===== src/rtl/core/crb_pkg.sv =====
// Shared types and constants of the client registry and frame broadcast unit.
package crb_pkg;

    localparam int FRAME_W       = 10;
    localparam int PHASE_W       = 3;
    localparam int COUNT_FIELD_W = 6;

    localparam logic CMD_REGISTER = 1'b0;
    localparam logic CMD_TICK     = 1'b1;

    localparam logic KIND_STATUS = 1'b0;
    localparam logic KIND_BCAST  = 1'b1;

    localparam logic [7:0] REG_TYPE     = 8'h00;
    localparam logic [7:0] BCAST_MSG_ID = 8'h01;

    localparam logic [1:0] ST_ADDED   = 2'd0;
    localparam logic [1:0] ST_DUP     = 2'd1;
    localparam logic [1:0] ST_FULL    = 2'd2;
    localparam logic [1:0] ST_IGNORED = 2'd3;

    typedef struct packed {
        logic        command;
        logic        length_ok;
        logic [7:0]  pkt_type;
        logic [31:0] ip_address;
        logic [15:0] port_number;
        logic [31:0] client_id;
    } crb_req_t;

    typedef struct packed {
        logic                     result_kind;
        logic [1:0]               reg_status;
        logic [COUNT_FIELD_W-1:0] entry_count;
        logic [31:0]              echo_id;
        logic [31:0]              dest_ip;
        logic [15:0]              dest_port;
        logic [7:0]               msg_id;
        logic [FRAME_W-1:0]       frame_number;
        logic                     last;
    } crb_rsp_t;

    typedef struct packed {
        logic [31:0] ip;
        logic [15:0] port;
    } crb_entry_t;

    typedef struct packed {
        logic shift;
        logic load;
    } crb_cell_ctl_t;

endpackage


===== src/rtl/core/crb_cell.sv =====
// One table cell: holds an endpoint, takes its neighbour's entry on a shift or a new one on a load.
module crb_cell (
    input  logic                  clk,
    input  crb_pkg::crb_cell_ctl_t ctl,
    input  crb_pkg::crb_entry_t   neighbour,
    input  crb_pkg::crb_entry_t   load_data,
    output crb_pkg::crb_entry_t   entry
);
    import crb_pkg::*;

    crb_entry_t entry_reg;
    crb_entry_t entry_next;

    always_comb
    begin
        entry_next = entry_reg;
        if (ctl.load)
        begin
            entry_next = load_data;
        end
        else if (ctl.shift)
        begin
            entry_next = neighbour;
        end
    end

    always_ff @(posedge clk)
    begin
        entry_reg <= entry_next;
    end

    assign entry = entry_reg;

endmodule


===== src/rtl/core/client_registry_frame_broadcast_unit.sv =====
// Top level of the client registry: a ring of entry cells and the sequencer that drives it.
//
// Usage. Request beats arrive on req_valid/req_ready, result beats leave on
// rsp_valid/rsp_ready. A registration request gives exactly one status beat.
// A tick advances the frame number; every eighth tick gives one broadcast
// beat per registered entry, in table order, with last set on the final one.
//
// Timing. The table is a ring of TABLE_DEPTH cells that rotates by one cell
// a cycle while a search or broadcast runs and no broadcast beat is stalled;
// every search or broadcast is one full turn of the ring. Broadcast beats
// leave at one a cycle while the receiver takes them. One request is handled
// at a time; req_ready is high only while idle.
//
// Reset clears the entry count, frame number and tick phase. Table contents
// are not cleared. When the receiver stalls, the result register holds its
// beat, and during a broadcast the ring stops turning until the beat is taken.
module client_registry_frame_broadcast_unit #(
    parameter int TABLE_DEPTH = 32
) (
    input  logic              clk,
    input  logic              rst_n,
    input  logic              req_valid,
    output logic              req_ready,
    input  crb_pkg::crb_req_t req,
    output logic              rsp_valid,
    input  logic              rsp_ready,
    output crb_pkg::crb_rsp_t rsp
);
    import crb_pkg::*;

    localparam int IW = (TABLE_DEPTH > 1) ? $clog2(TABLE_DEPTH) : 1;
    localparam int CW = $clog2(TABLE_DEPTH + 1);

    typedef enum logic [2:0] {
        S_IDLE,
        S_SCAN,
        S_COMMIT,
        S_REPORT,
        S_BCAST
    } state_t;

    state_t              state_reg, state_next;
    logic [IW-1:0]       idx_reg, idx_next;
    logic [CW-1:0]       count_reg, count_next;
    logic [FRAME_W-1:0]  frame_reg, frame_next;
    logic [PHASE_W-1:0]  phase_reg, phase_next;
    logic                dup_reg, dup_next;
    logic [1:0]          status_reg, status_next;
    crb_entry_t          key_reg, key_next;
    logic [31:0]         echo_reg, echo_next;
    crb_rsp_t            rsp_reg, rsp_next;
    logic                rsp_valid_reg, rsp_valid_next;

    crb_entry_t          cell_q [TABLE_DEPTH];
    crb_cell_ctl_t       cell_ctl [TABLE_DEPTH];
    logic                ring_shift;
    logic                ring_load;
    logic                slot_free;
    logic                idx_in_use;
    logic                idx_at_end;
    logic [PHASE_W-1:0]  phase_inc;

    genvar g;
    generate
        for (g = 0; g < TABLE_DEPTH; g++)
        begin : g_cell
            assign cell_ctl[g].shift = ring_shift;
            assign cell_ctl[g].load  = ring_load && (count_reg == CW'(g));

            crb_cell u_cell (
                .clk       (clk),
                .ctl       (cell_ctl[g]),
                .neighbour (cell_q[(g + 1) % TABLE_DEPTH]),
                .load_data (key_reg),
                .entry     (cell_q[g])
            );
        end
    endgenerate

    assign slot_free  = !rsp_valid_reg || rsp_ready;
    assign idx_in_use = CW'(idx_reg) < count_reg;
    assign idx_at_end = idx_reg == IW'(TABLE_DEPTH - 1);
    assign phase_inc  = phase_reg + PHASE_W'(1);

    always_comb
    begin
        state_next     = state_reg;
        idx_next       = idx_reg;
        count_next     = count_reg;
        frame_next     = frame_reg;
        phase_next     = phase_reg;
        dup_next       = dup_reg;
        status_next    = status_reg;
        key_next       = key_reg;
        echo_next      = echo_reg;
        rsp_next       = rsp_reg;
        rsp_valid_next = rsp_valid_reg;
        ring_shift     = 1'b0;
        ring_load      = 1'b0;

        if (rsp_valid_reg && rsp_ready)
        begin
            rsp_valid_next = 1'b0;
        end

        case (state_reg)
            S_IDLE:
            begin
                if (req_valid)
                begin
                    key_next.ip   = req.ip_address;
                    key_next.port = req.port_number;
                    echo_next     = req.client_id;
                    if (req.command == CMD_REGISTER)
                    begin
                        if (req.length_ok && (req.pkt_type == REG_TYPE))
                        begin
                            idx_next   = '0;
                            dup_next   = 1'b0;
                            state_next = S_SCAN;
                        end
                        else
                        begin
                            status_next = ST_IGNORED;
                            state_next  = S_REPORT;
                        end
                    end
                    else
                    begin
                        frame_next = frame_reg + FRAME_W'(1);
                        phase_next = phase_inc;
                        if ((phase_inc == '0) && (count_reg != '0))
                        begin
                            idx_next   = '0;
                            state_next = S_BCAST;
                        end
                    end
                end
            end
            S_SCAN:
            begin
                ring_shift = 1'b1;
                if (idx_in_use && (cell_q[0] == key_reg))
                begin
                    dup_next = 1'b1;
                end
                idx_next = idx_reg + IW'(1);
                if (idx_at_end)
                begin
                    state_next = S_COMMIT;
                end
            end
            S_COMMIT:
            begin
                if (dup_reg)
                begin
                    status_next = ST_DUP;
                end
                else if (count_reg == CW'(TABLE_DEPTH))
                begin
                    status_next = ST_FULL;
                end
                else
                begin
                    status_next = ST_ADDED;
                    ring_load   = 1'b1;
                    count_next  = count_reg + CW'(1);
                end
                state_next = S_REPORT;
            end
            S_REPORT:
            begin
                if (slot_free)
                begin
                    rsp_next              = '0;
                    rsp_next.result_kind  = KIND_STATUS;
                    rsp_next.reg_status   = status_reg;
                    rsp_next.entry_count  = COUNT_FIELD_W'(count_reg);
                    rsp_next.echo_id      = echo_reg;
                    rsp_next.last         = 1'b1;
                    rsp_valid_next        = 1'b1;
                    state_next            = S_IDLE;
                end
            end
            S_BCAST:
            begin
                if (!idx_in_use || slot_free)
                begin
                    ring_shift = 1'b1;
                    idx_next   = idx_reg + IW'(1);
                    if (idx_at_end)
                    begin
                        state_next = S_IDLE;
                    end
                    if (idx_in_use)
                    begin
                        rsp_next.result_kind  = KIND_BCAST;
                        rsp_next.reg_status   = ST_ADDED;
                        rsp_next.entry_count  = COUNT_FIELD_W'(count_reg);
                        rsp_next.echo_id      = '0;
                        rsp_next.dest_ip      = cell_q[0].ip;
                        rsp_next.dest_port    = cell_q[0].port;
                        rsp_next.msg_id       = BCAST_MSG_ID;
                        rsp_next.frame_number = frame_reg;
                        rsp_next.last         = (CW'(idx_reg) + CW'(1)) == count_reg;
                        rsp_valid_next        = 1'b1;
                    end
                end
            end
            default:
            begin
                state_next = S_IDLE;
            end
        endcase
    end

    always_ff @(posedge clk or negedge rst_n)
    begin
        if (!rst_n)
        begin
            state_reg     <= S_IDLE;
            idx_reg       <= '0;
            count_reg     <= '0;
            frame_reg     <= '0;
            phase_reg     <= '0;
            dup_reg       <= 1'b0;
            status_reg    <= ST_IGNORED;
            key_reg       <= '0;
            echo_reg      <= '0;
            rsp_reg       <= '0;
            rsp_valid_reg <= 1'b0;
        end
        else
        begin
            state_reg     <= state_next;
            idx_reg       <= idx_next;
            count_reg     <= count_next;
            frame_reg     <= frame_next;
            phase_reg     <= phase_next;
            dup_reg       <= dup_next;
            status_reg    <= status_next;
            key_reg       <= key_next;
            echo_reg      <= echo_next;
            rsp_reg       <= rsp_next;
            rsp_valid_reg <= rsp_valid_next;
        end
    end

    assign req_ready = state_reg == S_IDLE;
    assign rsp_valid = rsp_valid_reg;
    assign rsp       = rsp_reg;

endmodule


===== config.mk =====
export PLATFORM = sky130hd
export DESIGN_NAME = client_registry_frame_broadcast_unit
export DESIGN_NICKNAME = d
export VERILOG_FILES = /design/src/rtl/core/crb_pkg.sv /design/src/rtl/core/crb_cell.sv /design/src/rtl/core/client_registry_frame_broadcast_unit.sv
export SDC_FILE = /design/constraint.sdc
export NUM_CORES = 2
export LEC_CHECK = 0
export ABC_AREA = 0
export BUFFER_PORTS_ARGS = -buffer_cell sky130_fd_sc_hd__buf_2
export CAP_MARGIN = 25
export CORE_MARGIN = 10
export CORE_UTILIZATION = 41
export DETAILED_ROUTE_END_ITERATION = 16
export PLACE_DENSITY = 0.58
export SETUP_SLACK_MARGIN = 0.5
export SLEW_MARGIN = 5
export SYNTH_ARGS = -nofsm -noshare
export SYNTH_HDL_FRONTEND = slang
export SYNTH_SLANG_ARGS = --single-unit
export TNS_END_PERCENT = 100

===== constraint.sdc =====
create_clock -name clk -period 5.5 [get_ports clk]
set_input_delay 1.1 -clock clk [delete_from_list [all_inputs] [get_ports clk]]
set_output_delay 1.1 -clock clk [all_outputs]
set_load 0.05 [all_outputs]

# Word level (Yosys, flattened, before mapping)
# Index checks and enable logic that the tools add are counted.
# totals
register_bits	1755
in_bits	94
output_inout_bits	110
word_cells	336
# classes
n_addsub	5
magnitude_cmp	1
eq_ne	51
mux	104
bitwise_logic	2
reduce_logical	89
# ops
op	n
2-to-1 mux 48 bit	64
2-to-1 mux 108 bit	3
case mux 108 bit (2 select lines)	1
== test 6 x 5 -> 1 bit, second input constant	16
nonzero test 2 bit	35
== test 48 bit	1
== test 6 x 4 -> 1 bit, second input constant	8
logical AND 1 bit	36
2-to-1 mux 5 bit	5
== test 6 x 3 -> 1 bit, second input constant	4
2-to-1 mux 3 bit	7
!= test 2 bit, second input constant	9
case mux 3 bit (5 select lines)	1
case mux 5 bit (3 select lines)	1
== test 6 x 2 -> 1 bit, second input constant	2
2-to-1 mux 1 bit	12
2-to-1 mux 2 bit	6
adder 10 x 1 -> 10 bit, second input constant	1
AND reduction 5 bit	2
zero test 8 bit	1
AND reduction 4 bit	2
adder 5 x 1 -> 6 bit, second input constant	1
adder 6 x 1 -> 6 bit, second input constant	1
== test 3 x 2 -> 1 bit, second input constant	2
other kinds (24)	31

# Depth between registers and ports, before layout
# depth
word_depth	7
depth_mapped	11
ltp_nobuf	7

# Modules after synthesis
# From an unflattened synthesis, not the netlist that was laid out.
# unflattened
cells_unflattened	4051
area_unflattened_um2	75374.8
# modules_own_cells
mod	instances	cells_each	area_per_inst_um2	seq_area_each_um2
crb_cell	32	102	2067.0	1441.4
client_registry_frame_broadcast_unit	1	787	9231.4	5282.6

# Worst setup path before layout
# No wires, ideal clock.
# synth_path
path_type	input port to flip-flop
start	input port rsp_ready
end	register g_cell[11].u_cell.entry_reg, in the netlist g_cell[11].u_cell.entry[0], enable pin
setup_ns	0.584
arrival_ns	2.933
required_time_ns	4.916
slack_ns	1.983
stages	7
path_buffers	2
path_cell_list	nand2b_1 > clkbuf_1 > a21oi_1 > nand3_1 > nand2_1 > clkbuf_1 > nand2_1
# synth_between
elab_chain_len	5
# synth_lines
element	line_no	text
start, declared	client_registry_frame_broadcast_unit.sv:26	input logic rsp_ready,
logical OR 1 bit	client_registry_frame_broadcast_unit.sv:80	assign slot_free = !rsp_valid_reg || rsp_ready;
logical OR 1 bit	client_registry_frame_broadcast_unit.sv:187	if (!idx_in_use || slot_free)
2-to-1 mux 1 bit	client_registry_frame_broadcast_unit.sv:187	
case mux 1 bit (2 select lines)	client_registry_frame_broadcast_unit.sv:106	case (state_reg)
nonzero test 2 bit (no source line)	n/a	
end signal, assigned	crb_cell.sv:29	entry_reg <= entry_next;
end, declared	crb_cell.sv:11	crb_entry_t entry_reg;
# Every way passes these cells.
# A chain may end at the register's enable or synchronous reset.

# Final worst setup path
# layout_path
start	register count_reg[1]
end	register g_cell[18].u_cell.entry_reg, in the netlist g_cell[18].u_cell.entry[21], enable pin
# layout_between
elab_chain_len	6
word_cells_on_any_way	12
classes_between	order compare (1); eq/ne (2); mux (5); reduce/logical (4)
# layout_lines
element	line_no	text
start, declared	client_registry_frame_broadcast_unit.sv:44	logic [CW-1:0] count_reg, count_next;
start signal, assigned	client_registry_frame_broadcast_unit.sv:237	count_reg <= count_next;
less-than comparator 5 x 6 -> 1 bit or == test 6 bit (tied branches)	client_registry_frame_broadcast_unit.sv:81, client_registry_frame_broadcast_unit.sv:159	
zero test 1 bit or 2-to-1 mux 1 bit (tied branches)	client_registry_frame_broadcast_unit.sv:187, client_registry_frame_broadcast_unit.sv:159	
logical OR 1 bit or 2-to-1 mux 1 bit (tied branches)	client_registry_frame_broadcast_unit.sv:187, client_registry_frame_broadcast_unit.sv:155	
2-to-1 mux 1 bit (on tied branches)	client_registry_frame_broadcast_unit.sv:187, client_registry_frame_broadcast_unit.sv:106	
case mux 1 bit (2 select lines) or logical AND 1 bit (tied branches)	client_registry_frame_broadcast_unit.sv:106, client_registry_frame_broadcast_unit.sv:68	
nonzero test 2 bit (no source line) *	n/a	
end signal, assigned	crb_cell.sv:29	
end, declared	crb_cell.sv:11	
# Mark *: on every way between the ends. The rest lies on a longest branch, timed or not.

==> flow_metrics.env <==
export IMPL_drtIter0Drc=2611
export IMPL_min_period_over_period_pct=79.1
export IMPL_finalInstanceArea_um2=84800
export IMPL_route_detailed_drc=0
export IMPL_rows=157
export IMPL_path_clk_slew_ns=0.06
export IMPL_post_dp_cell_area_um2=79000
export IMPL_ff2ff_setup_slack_ns=1.15
export IMPL_dr_pass1_iters=5
export IMPL_r2r_end="g_cell[18].u_cell.entry[21]$_DFFE_PP_"
export IMPL_status="finished clean"
export IMPL_slew_violations=0
export IMPL_r2r_start="count_reg[1]$_DFFE_PN0P_"
export IMPL_cts_resized=0
export IMPL_max_vdd_ir_drop_uv=411
export IMPL_final_util_pct=46.4
export IMPL_htreeDepth=4
export IMPL_largest_reg_flops=1536
export IMPL_crit_type="reg -> reg"
export IMPL_synth_compound_gate_area_share_pct=0.317
export IMPL_worstPathArrival_ns=4.90
export IMPL_setup_ws_ns=1.15
export IMPL_cpLargestDelayFamily="simple AND/OR/NAND/NOR gates"
export IMPL_fin_cells=7056
export IMPL_cts_hold_buf=0
export IMPL_viasPerCell=5.12
export IMPL_nNetsFinal=4538
export IMPL_reg2reg_depth=9
export IMPL_dr_total_vias=36100
export IMPL_syn_area_um2=75300
export IMPL_die_w_um=449
export IMPL_synthMuxAreaShare_pct=25.9
export IMPL_p_total_mw=58.6
export IMPL_synth_top_cells_by_area="edfxtp_1 (61%), mux2_2 (21%), dfrtp_1 (6.9%), mux2_1 (3.2%), mux2_4 (1.3%)"
export IMPL_port_buffers=196
export IMPL_syn_inst=4278
export IMPL_synthXorXnorAreaFrac_pct=0.825
export IMPL_synth_top_family_by_area="multiplexers"
export IMPL_dpl_cell_count=6713
export IMPL_gr_total_overflow=0
export IMPL_p_per_area_nw_per_um2=692
export IMPL_numCtsBuffers=179
export IMPL_grt_first_pass_wirelength_um=255000
export IMPL_worstPathMaxFanout=49
export IMPL_leakage_nw=30.8
export IMPL_path_cells="inv_1, ha_1, nor3b_1, a31oi_2, and2_1, nand2_2, buf_4, nand2_2, buf_12"
export IMPL_skew_ns=0.0248
export IMPL_ys_ff_latch=1747
export IMPL_clk_insertion_delay_late_ns=0.82
export IMPL_initial_utilization_pct=41.2
export IMPL_path_common_cell="nand2_2"
export IMPL_holdWs_ns=0.333
export IMPL_die_y_um=449
export IMPL_required_ns=6.06
export IMPL_rsz0062_at_grt="false"
export IMPL_cts_setup_buffers=0
export IMPL_critPathLaunchType="flip-flop"
export IMPL_layout_drive_gt1_share_pct=45.8
export IMPL_grt_pass1_vias=36300
export IMPL_slowest_delay_ns=0.59
export IMPL_max_slew_margin_pct=27.6
export IMPL_synth_fa_ha_area_share_pct=0.233
export IMPL_max_cap_violations=0
export IMPL_grt_max_degree=95
export IMPL_fin_setup_tns_ns=0
export IMPL_cts_sinks=1747
export IMPL_critPathLaunch="count_reg[1]$_DFFE_PN0P_"
export IMPL_critical_path_endpoint_type="flip-flop"
export IMPL_grt_util_all_layers_pct=16.6
export IMPL_critPathCapture="g_cell[18].u_cell.entry[21]$_DFFE_PP_"
export IMPL_worst_pin_slew_ns=1.09
export IMPL_dieArea_um2=201000
export IMPL_core_um2=183000
export IMPL_synth_seq_area_share_pct=68.2
export IMPL_place_ws_ns=1.17
export IMPL_cts_buffer_depth=3
export IMPL_place_hpwl_um=103000
export IMPL_routed_wl_um=170000
export IMPL_setup_viol=0
export IMPL_ant_nets=0
export IMPL_fin_crit_ns=4.35
export IMPL_critPathSlowestCell="buf_4"
export IMPL_cts_root_buf="clkbuf_16"
export IMPL_achievable_frequency_mhz=230
export IMPL_yosysWarningCount=0
export IMPL_antenna_found_initial=10
export IMPL_syn_area_per_cell_um2=17.6
export IMPL_nFillCells=15300
export IMPL_synth_edf_count=1536
export IMPL_synth_simple_gate_area_share_pct=1.78
export IMPL_post_drt_wl_per_cell_um=24.1
export IMPL_hold_violations=0
export IMPL_synth_area_leader_cell="edfxtp_1"
export IMPL_synth_cell_type_count=53
export IMPL_gp_congestion=0.814
export IMPL_holdCritPathClass="in -> async"
export IMPL_cts_tree="built"
export IMPL_crit_buf_inv=3
export IMPL_area_delta_synth_final_pct=12.5
export IMPL_path_depth=9
export IMPL_async_flop_share_pct=12.1
export IMPL_boundaryPins=204
export IMPL_synth_top_area_share_pct=61.2
export IMPL_ys_dominant_reg_cell="edfxtp_1"
-- how the worst min path moves through the flow --
stage	from	to	slack, ns	cells after the start
4_1_cts	rst_n	rsp[60]$_DFFE_PN0P_	0.32	1
6_report	rst_n	key_reg[44]$_DFFE_PN0P_	0.33	1
3_3_place_gp	frame_reg[9]$_DFFE_PN0P_	frame_reg[9]$_DFFE_PN0P_	0.46	1
5_1_grt	rst_n	rsp[60]$_DFFE_PN0P_	0.37	1
2_1_floorplan	frame_reg[9]$_DFFE_PN0P_	frame_reg[9]$_DFFE_PN0P_	0.44	1
3_5_place_dp	frame_reg[9]$_DFFE_PN0P_	frame_reg[9]$_DFFE_PN0P_	0.47	1
-- cell families (layout without fill, tap and decap cells) --
kind of cell               Yosys count  after routing
DFF                               1747           1747
xor gates and xnor gates            71             71
other                                1             16
and+or+nand+nor                    261            261
AOI/OAI and AO/OA                   36             36
buffers and inverters              431            730
muxes                             1717           1717
adders and majority gates           14             14
-- synth_stat cells (all sizes together), types with 2 or more instances --
library cell / instances
xnor2: 52
dfrtp: 209
o21ai: 8
or3: 4
nor4: 8
nand2b: 2
a21oi: 8
a211oi: 5
inv: 71
ha: 14
mux2: 1656
and3: 5
buf: 139
nand4: 17
xor2: 19
a31oi: 6
nor2: 12
dfstp: 2
clkbuf: 221
nor2b: 39
a21boi: 2
or2: 2
mux2i: 61
and2: 5
edfxtp: 1536
nand3: 14
nor3: 7
nand2: 140
-- worst register-to-register path: stages, from the launching register on --
cell,delay [ns]
dfrtp_1,0.47
inv_1,0.17
ha_1,0.41
nor3b_1,0.37
a31oi_2,0.38
and2_1,0.54
nand2_2,0.17
buf_4,0.59
nand2_2,0.60
buf_12,0.37
-- cell usage in the layout, fill, tap and decap left out, drive strengths merged, types with 4 or more instances in the layout --
cell / instances
mux2: 1656
edfxtp: 1536
buf: 325
clkbuf: 227
dfrtp: 209
nand2: 140
inv: 82
clkinv: 78
mux2i: 61
xnor2: 52
nor2b: 39
xor2: 19
nand4: 17
ha: 14
nand3: 14
nor2: 12
bufinv: 12
diode: 9
o21ai: 8
a21oi: 8
nor4: 8
conb: 7
nor3: 7
clkinvlp: 6
a31oi: 6
and3: 5
a211oi: 5
and2: 5
or3: 4
-- final cells by class --
class / instances / area [µm²] / area share [%]
antenna: 9 / 22.5 / 0.0266
clock inverter: 107 / 881 / 1.04
sequential: 1747 / 51400 / 60.6
inverter: 71 / 267 / 0.314
multi-input combinational: 2106 / 22000 / 26.0
clock buffer: 227 / 4850 / 5.73
timing repair buffer: 325 / 2200 / 2.59
tap: 2464 / 3080 / 3.64
-- layer usage --
metal | wire [µm] | vias up | global-route usage (%)
met5 | 0 | - | 0
met4 | 4760 | 0 | 5.40
met3 | 8600 | 216 | 3.02
met2 | 72900 | 975 | 23.9
met1 | 83500 | 18300 | 25.0
li1 | - | 16600 | -
-- report_power, final --
group	internal [mW]	total, mW	switching [mW]
clock	6.81	11.9	5.11
sequential	26.0	28.8	2.82
combinational	6.36	17.9	11.5
Power figures use the tool's default switching activity.
